File: src/sfb_ram.sv
// Generic single-port-write RAM with one registered read port.
`default_nettype none

module sfb_ram #(
  parameter int WIDTH = 128,
  parameter int DEPTH = 32
) (
  input  wire logic                       clk,
  input  wire logic                       we,
  input  wire logic [$clog2(DEPTH)-1:0]   waddr,
  input  wire logic [WIDTH-1:0]           wdata,
  input  wire logic [$clog2(DEPTH)-1:0]   raddr,
  output logic      [WIDTH-1:0]           rdata
);

  logic [WIDTH-1:0] mem [DEPTH];

  // Write port and registered read port.
  always_ff @(posedge clk) begin
    if (we) begin
      mem[waddr] <= wdata;
    end
    rdata <= mem[raddr];
  end

endmodule

`default_nettype wire

File: config.mk
export PLATFORM = sky130hd
export DESIGN_NAME = sfb_ram
export DESIGN_NICKNAME = d
export VERILOG_FILES = /design/src/sfb_ram.sv
export SDC_FILE = /design/constraint.sdc
export NUM_CORES = 2
export LEC_CHECK = 0
export BUFFER_PORTS_ARGS = -buffer_cell sky130_fd_sc_hd__buf_2
export CORE_MARGIN = 4
export CORE_UTILIZATION = 55
export DETAILED_ROUTE_END_ITERATION = 16
export PLACE_DENSITY = 0.73
export SYNTH_ARGS = -nofsm -noshare
export SYNTH_HDL_FRONTEND = slang
export SYNTH_SLANG_ARGS = --single-unit
File: constraint.sdc
create_clock -name clk -period 22 [get_ports clk]
set_clock_uncertainty 0.15 [all_clocks]
set_input_delay 3.3 -clock clk [delete_from_list [all_inputs] [get_ports clk]]
set_output_delay 3.3 -clock clk [all_outputs]
set_load 0.01 [all_outputs]
==> metrics.txt <==
drt total wl 394,000 um; Compound-Gate Fraction of Synth Area 2.28%; PD cells 94.6 nW/um^2; vias in the first global route 74,800; Num CTS Buffers 409; std cell rows 194; HP Start mem[30][8]; maximum vdd drop 0.0732 mV; r2r worst-path depth 3; multiplexer share of the synthesized area 14.7%; Synth Area in Simple Gates 0.832%; worst setup path class in -> reg; Setup TNS 0 ns; Syn. warnings 0; die height 539 um; Syn Inst Count 6,440; Cell Int Power 0.0131 W; worst slew pin tran 1.30 ns; Post-synth top cells edfxtp_1 (4,096), mux4_2 (956), o22ai_1 (444); share of power burned in registers 54.6%; status finished clean; antenna violations before repair 75; Max Slew Vio Count 0; mean post-synth cell area 24.1 um^2; Final Hold Fails 0; CP Launch Type input pin; IO buf count 267; Netlist cell types 28; minimum clock period 7.37 ns; Clk Latency, worst-skew pair 0.94 ns; antenna viol nets, final 0; CP Max Fanout 44; Leak Pwr 54.3 nW; core area 280,000 um^2; routed vias 74,700; GRT Resource Usage Total 27.0%; Comb power frac 4.3%; share of cells above drive strength 1 27.4%; Synth Register Bits 4,224; Final setup viols 0; P_sw 0.00338 W; number of synthesized flops with an enable pin 4,096; Sw Ratio 20.5%; clock slew at reported path FFs 0.06 ns; RSZ-0062 raised after global routing no; Post-CTS Resized 0; Post-Synth XOR/XNOR Area 0%; routability congestion estimate 0.752; first-pass GRT wire length 561,000 um; Residual DRC 0; synthesis-to-layout area growth 12.2%; Cell Area, Synth 155,000 um^2; RR Endpoint rdata[60]; Cells after DPL 10,200; Max Cap Viol 0; period utilisation layout 33.5%; setup bufs post-CTS 0; First DRT Iteration DRCs 11,500; Die X 539 um; clk buf depth 4; top cells by area, synth edfxtp_1 (79%), mux4_2 (14%), o22ai_1 (1.8%), dfxtp_1 (1.7%), mux2i_1 (0.88%); Hold Crit Depth 3; post-route insts no fill 11,000; Avg Vias per Cell 6.79; TritonCTS clock tree done; Max Freq 136 MHz; CTS Sinks 4,224; hold path endpoint rdata[8]; hold-fix buffers at CTS 0; CP arrival 7.71 ns; Most used DFF post-synth edfxtp_1; H-tree lvl count 5; Synth top area share 79.2%; asr flop ratio synth 0%; DRT Pass-1 Iters 6; die footprint 291,000 um^2; layout filler cell count 18,100; Worst EP required 22.35 ns; largest family of logic cells by synthesized area multiplexers; Clk pwr share 41.1%; sequential area share after synthesis 80.9%; Starting Density 55.4%; Final Core Density 62.2%; Ports 268; NumNets Final 7,056; worst hold path class reg -> reg; gr ovfl total 0; Syn Nets 6,580; Slew Limit Headroom 13.4%; Synth Area in Adders 0%; crit end category flop; area leader, netlist edfxtp_1; flop2flop setup slack 19.82 ns; post-detail-place hpwl 181,000 um; cell with the most instances after synthesis edfxtp_1; largest net degree at the start of global routing 151; CTS root buffer clkbuf_16; WL per Instance 35.8 um; R2R Path Start mem[28][60]
critical path: stages:
cell and delay (ns):
buf_2 0.11, nand3_1 0.62, nor2_4 1.04, buf_4 0.96, buf_4 0.82, buf_4 0.73
worst max path at each step:
| stage | end | start | cells past startpoint |
|---|---|---|---|
| 6_report | mem[15][119] | we | 6 |
| 5_1_grt | rdata[91] | raddr[0] | 7 |
| 4_1_cts | mem[15][91] | we | 6 |
| 3_5_place_dp | mem[15][120] | we | 6 |
| 3_3_place_gp | mem[11][125] | we | 6 |
| 2_1_floorplan | mem[12][0] | waddr[1] | 3 |
per-stage QoR:
stage                     total power [W]  cell area, um^2  setup slack [ns]  hold slack, ns
after floorplan                   0.00956           155000             11.95           0.497
after global placement            0.00985           161000             13.85           0.536
after detailed placement          0.00987           161000             13.72           0.545
after CTS                          0.0166           174000             14.62           0.556
after global routing               0.0169           174000             14.46           0.584
final                              0.0165           174000             14.63           0.547
registers in the layout, indices dropped and copies added, names as in the netlist:
signal,count
mem,4096
rdata,128
per-layer routing:
| layer | share of wire [%] | GRT usage, % | vias to the layer above |
|---|---|---|---|
| met2 | 49 | 43.4 | 5142 |
| met1 | 36 | 38.0 | 39700 |
| met3 | 11 | 4.97 | 822 |
| met4 | 3.5 | 9.08 | 34 |
| met5 | 0.048 | 0 | - |
| li1 | - | - | 29000 |
layout by cell type (no fill, tap or decap), types with 73 or more instances in the layout:
cell / Yosys / routed
clkinv_1: 0 / 73
buf_2: 94 / 265
o22ai_1: 444 / 444
mux4_2: 956 / 956
edfxtp_1: 4096 / 4096
clkinv_2: 0 / 73
nor4_1: 111 / 111
dfxtp_1: 128 / 128
a22oi_1: 102 / 102
clkbuf_1: 108 / 105
clkbuf_16: 0 / 417
mux2i_1: 136 / 136
buf_4: 67 / 122
cells by family after synthesis:
kind of cell	after synthesis
AOI/OAI and AO/OA	546
muxes	1092
and+or+nand+nor	226
buffers and inverters	352
DFF	4224
power groups by stage:
stage / sequential, W / clock (W) / combinational (W)
detailed placement: 0.00917 / 0 / 0.000699
global route: 0.00901 / 0.00720 / 0.000744
floorplan: 0.00917 / 0 / 0.000391
global placement: 0.00917 / 0 / 0.000682
CTS: 0.00901 / 0.00684 / 0.000704
finish: 0.00900 / 0.00677 / 0.000700
area by class of cell:
class                      count  area [um^2]  area share (%)
sequential                  4224       126000            72.1
multi-input combinational   1864        28000            16.1
clock buffer                 546        11200            6.41
tap                         3724         4660            2.68
timing repair buffer         417         2840            1.63
clock inverter               194         1750            1.01
antenna                       39         97.6          0.0561
No activity file was read; power rests on OpenSTA's default activity.
