<file path="src/sfb_pkg.sv">
// Shared types and constants of the sprite frame store with blit and collision.
`default_nettype none

package sfb_pkg;

  // Fixed widths of the sprite and of one packed page column.
  localparam int SPRITE_BITS = 16;
  localparam int PAGE_HEIGHT = 8;

  // Ground level after reset: no row is at or below it, so every row can collide.
  localparam logic [5:0] GROUND_RESET = 6'd32;

  // Command codes of an input item.
  typedef enum logic [1:0] {
    CMD_DRAW      = 2'd0,
    CMD_SPAN      = 2'd1,
    CMD_CLEAR_ALL = 2'd2,
    CMD_READ      = 2'd3
  } cmd_t;

  // Sequencer states.
  typedef enum logic [2:0] {
    S_IDLE,
    S_READ,
    S_MODIFY,
    S_PAGE,
    S_DONE
  } state_t;

  // One input item.
  typedef struct packed {
    cmd_t        cmd;
    logic [4:0]  pixel_row;
    logic [6:0]  pixel_col;
    logic [15:0] row_bits;
    logic [4:0]  span_width;
  } in_item_t;

  // One result item.
  typedef struct packed {
    logic       collision;
    logic [7:0] packed_byte;
  } out_item_t;

  // Request to the span unit: which pixels to set or clear in one row.
  typedef struct packed {
    logic        clear;
    logic [15:0] bits;
    logic [4:0]  span;
    logic [6:0]  col;
  } span_req_t;

endpackage

`default_nettype wire

</file>
<file path="src/sfb_span_unit.sv">
// Span unit: builds the shifted pixel mask of a span and merges it into a row.
`default_nettype none

module sfb_span_unit #(
  parameter int COLUMNS          = 128,
  parameter int MAX_SPRITE_WIDTH = 16
) (
  input  wire sfb_pkg::span_req_t   req,
  input  wire logic [COLUMNS-1:0]   old_row,
  input  wire logic                 check_en,
  output logic      [COLUMNS-1:0]   new_row,
  output logic                      hit
);

  localparam int LIMIT = (MAX_SPRITE_WIDTH < sfb_pkg::SPRITE_BITS) ?
                         MAX_SPRITE_WIDTH : sfb_pkg::SPRITE_BITS;

  logic [4:0]                          n;
  logic [sfb_pkg::SPRITE_BITS-1:0]     base;
  logic [COLUMNS+sfb_pkg::SPRITE_BITS-1:0] wide;
  logic [COLUMNS-1:0]                  mask;

  // Saturate the span length and form the unshifted pixel pattern.
  always_comb begin
    if (int'(req.span) > LIMIT) begin
      n = 5'(LIMIT);
    end else begin
      n = req.span;
    end
    for (int j = 0; j < sfb_pkg::SPRITE_BITS; j++) begin
      base[j] = (5'(j) < n) && (req.clear || req.bits[j]);
    end
  end

  // Shift to the start column; columns past the right edge fall off.
  assign wide = {{COLUMNS{1'b0}}, base} << req.col;
  assign mask = wide[COLUMNS-1:0];

  // A draw that lands on a lit pixel above ground collides.
  assign hit = check_en && !req.clear && (|(mask & old_row));

  // Merge: clear span, draw over a cleared store, or plain draw.
  always_comb begin
    if (req.clear) begin
      new_row = old_row & ~mask;
    end else if (hit) begin
      new_row = mask;
    end else begin
      new_row = old_row | mask;
    end
  end

endmodule

`default_nettype wire
</file>
<file path="config.mk">
export PLATFORM = sky130hd
export DESIGN_NAME = sfb_span_unit
export DESIGN_NICKNAME = d
export VERILOG_FILES = /design/src/sfb_pkg.sv /design/src/sfb_span_unit.sv
export SDC_FILE = /design/constraint.sdc
export NUM_CORES = 1
export LEC_CHECK = 0
export BUFFER_PORTS_ARGS = -buffer_cell sky130_fd_sc_hd__buf_2
export CAP_MARGIN = 5
export CELL_PAD_IN_SITES_DETAIL_PLACEMENT = 0
export CELL_PAD_IN_SITES_GLOBAL_PLACEMENT = 2
export CORE_ASPECT_RATIO = 0.6
export CORE_MARGIN = 4
export CORE_UTILIZATION = 23
export DETAILED_ROUTE_END_ITERATION = 12
export MAX_ROUTING_LAYER = met4
export PLACE_DENSITY_LB_ADDON = 0.05
export SYNTH_ARGS = -nofsm -noshare
export SYNTH_HDL_FRONTEND = slang
export SYNTH_SLANG_ARGS = --single-unit
</file>
<file path="constraint.sdc">
create_clock -name vclk -period 6.6
set_clock_uncertainty 0.05 [all_clocks]
set_input_delay 1.32 -clock vclk [all_inputs]
set_output_delay 1.32 -clock vclk [all_outputs]
set_load 0.01 [all_outputs]
</file>
==> flow_metrics.env <==
export IMPL_status="finished with violations"
export IMPL_violations_in_the_final_reports="setup timing"
export IMPL_min_period_over_period_pct=106
export IMPL_io_pin_count=287
export IMPL_switchingPower_mw=0.676
export IMPL_holdWs_ns=2.94
export IMPL_number_of_antenna_violations_at_the_first_check_in_global_routing=0
export IMPL_critical_path_required_ns=5.23
export IMPL_postCtsHoldBufs=0
export IMPL_clock_power_share_pct=0
export IMPL_first_global_vias=11052
export IMPL_slew_headroom_pct=5.35
export IMPL_via_count=12314
export IMPL_crit_start="req[8]"
export IMPL_final_layout_size_suffix_gt1_share_pct=49.9
export IMPL_rsz_0062_raised_after_global_routing="true"
export IMPL_std_cell_rows=45
export IMPL_worst_slack_ns=-0.376
export IMPL_first_pass_iters=5
export IMPL_cp_slowest_stage_delay_ns=0.63
export IMPL_synth_distinct_cells=75
export IMPL_sw_frac_of_total_pct=58.3
export IMPL_n_fill_cell=2809
export IMPL_core_sq_mm=0.0257
export IMPL_final_net_count=1794
export IMPL_synth_area_per_inst_sq_um=5.64
export IMPL_maxSlewViolCount=0
export IMPL_critical_path_capture_point_type="output port"
export IMPL_synth_yosys_seq_area_share_pct=0
export IMPL_synthCells=1083
export IMPL_start_util_pct=23.8
export IMPL_setup_worst_path_class="in2out"
export IMPL_port_buffers=287
export IMPL_dpl_cell_count=1969
export IMPL_number_of_vias_per_cell=6.20
export IMPL_final_weighted_congestion_in_routability_driven_placement=1.10
export IMPL_chipWidth_um=218
export IMPL_synth_warnings=0
export IMPL_worst_setup_path_start_kind="primary input"
export IMPL_finalHoldViolCount=0
export IMPL_finalWirelength_um=58600
export IMPL_class_of_the_tightest_hold_or_removal_check="in2out"
export IMPL_pd_cells_mw_per_mm2=98.8
export IMPL_grt_util_all_layers_pct=37.9
export IMPL_hp_start="old_row[28]"
export IMPL_post_synth_net_total=1241
export IMPL_cell_internal_pwr_mw=0.483
export IMPL_detail_route_iter0_violations=1783
export IMPL_wire_length_of_the_first_global_routing_pass_um=80400
export IMPL_yosys_area_top_type="sky130_fd_sc_hd__nand2_1"
export IMPL_route_antenna_remaining_nets=0
export IMPL_synth_area_leaders="sky130_fd_sc_hd__nand2_1 (15%), sky130_fd_sc_hd__o22ai_1 (13%), sky130_fd_sc_hd__nor2_1 (5.3%), sky130_fd_sc_hd__o21ai_0 (4.6%), sky130_fd_sc_hd__nand3_1 (4.1%)"
export IMPL_antenna_cells_inserted=0
export IMPL_max_clock_freq_ghz=0.143
export IMPL_netlist_area_sq_mm=0.00611
export IMPL_sequentialPowerShare_pct=0
export IMPL_fin_crit_ns=6.98
export IMPL_worst_path_max_fanout=8
export IMPL_grt_max_degree=87
export IMPL_cp_common_cell="sky130_fd_sc_hd__buf_12"
export IMPL_finish_utilization_pct=45.5
export IMPL_place_detailed_hpwl_um=48200
export IMPL_routed_wire_length_per_instance_um=29.5
export IMPL_floorplan_die_area_sq_mm=0.0293
export IMPL_finalNonFillerCells=1986
export IMPL_die_height_um=134
export IMPL_drv_max_cap_violation_count=0
export IMPL_worstMarginPinSlew_ns=1.42
export IMPL_worstPathCellList="buf_8 -> buf_12 -> buf_8 -> a211oi_4 -> buf_6 -> nor3_4 -> or2_1 -> mux4_2 -> a221oi_4 -> o22ai_2 -> a31oi_1 -> nand4_1 -> or4_4 -> o41a_4 -> buf_12 -> buf_12 -> buf_16 -> o22ai_2 -> buf_2"
export IMPL_post_synth_top_area_fraction_pct=15.1
export IMPL_pre_cts_slack_ns=-0.552
export IMPL_drc_errors=0
export IMPL_final_setup_viol_count=129
export IMPL_hold_depth=4
export IMPL_comb_power_share_pct=100.0
export IMPL_clk_buf_instances=0
export IMPL_vdd_ir_drop_max_uv=39.4
export IMPL_seqCellArea_sq_um=0
export IMPL_critical_path_slowest_cell="sky130_fd_sc_hd__mux4_2"
export IMPL_timing_critical_path_arrival_ns=5.61
export IMPL_leakagePower_nw=5.34
export IMPL_syn2layout_area_growth_pct=91.8
export IMPL_grt_overflow_total=0
export IMPL_number_of_flip_flops_and_latches=0
[path summary, 6_finish.rpt]
check	slack, ns	end
setup / recovery	-0.38	new_row[67]
hold / removal	2.94	new_row[28]
[synth_stat cells (all sizes together) (12+ instances only)]
master    n
a31oi    20
nor2     87
a22o     13
nand2b   14
a32oi    12
a22oi    22
nand4    15
o211ai   15
nor3     39
nand3    50
clkbuf   62
o21ai    65
inv      19
a21oi    30
mux2i    18
o22ai   133
nand2   246
o32ai    27
buf      36
[metal layers]
layer	wire, um	vias up	track usage (%)	part of all wire, %
met5	0	-	-	0
met4	856	0	3.79	1.5
met3	9020	68	13.0	15
met2	21000	965	46.0	36
met1	27700	5957	59.6	47
li1	-	5324	-	-
[power by group through the flow]
stage	Clock [mW]	Sequential [mW]	Combinational, mW
after CTS	0	0	1.06
after floorplan	0	0	0.408
after detailed placement	0	0	0.985
after global routing	0	0	1.19
after global placement	0	0	0.993
final	0	0	1.16
[kinds of logic (layout without fill, tap and decap cells)]
kind of cell    Yosys count  count (layout)  synth area share, %
buf+inv                 120             671                 8.35
simple gates            508             508                 37.6
compound gates          432             432                 49.6
mux                      23              23                 4.44
[placed cells by master (no fill, tap or decap), types with 15 or more instances in the layout]
master                     synthesis  final
sky130_fd_sc_hd__buf_4             3    333
sky130_fd_sc_hd__buf_2            21    266
sky130_fd_sc_hd__nand2_1         246    246
sky130_fd_sc_hd__o22ai_2           2     93
sky130_fd_sc_hd__nor2_1           87     84
sky130_fd_sc_hd__nand3_1          50     50
sky130_fd_sc_hd__o21ai_0          56     48
sky130_fd_sc_hd__o22ai_1         131     34
sky130_fd_sc_hd__nor3_1           37     34
sky130_fd_sc_hd__a21oi_1          29     28
sky130_fd_sc_hd__buf_6             3     24
sky130_fd_sc_hd__a22oi_1          22     21
sky130_fd_sc_hd__o32ai_1          25     20
sky130_fd_sc_hd__inv_1            19     19
sky130_fd_sc_hd__buf_12            0     19
sky130_fd_sc_hd__a31oi_1          20     17
sky130_fd_sc_hd__mux2i_1          17     15
sky130_fd_sc_hd__o211ai_1         15     15
sky130_fd_sc_hd__nand4_1          15     15
[cell type report]
type	instances	area, sq um	share of cell area (%)
well taps	352	440	3.76
inverters	22	82.6	0.705
multi-input cells	963	6570	56.0
repair buffers	649	4630	39.5
[metrics by stage]
step | setup TNS [ns] | area [sq um] | power (mW)
after floorplan | 0 | 6110 | 0.408
final | -38.05 | 11700 | 1.16
after detailed placement | -54.17 | 10300 | 0.985
after global placement | -55.08 | 10300 | 0.993
after global routing | -41.94 | 11700 | 1.19
after CTS | -22.77 | 11200 | 1.06
[critical path: cells and delay by family]
kind,cells,cell delay [ns]
simple gates,4,0.92
mux,1,0.63
compound gates,6,1.58
buf+inv,8,1.11
[timing repair]
item                                    4_1_cts  5_1_grt
endpoints found under the setup margin      129      129
cloned                                        4        0
pin swaps                                    12        9
buffers inserted                              9        5
gates resized for setup                     129       94
endpoints found under the hold margin         0        0
No activity file was read; power rests on OpenSTA's default activity.
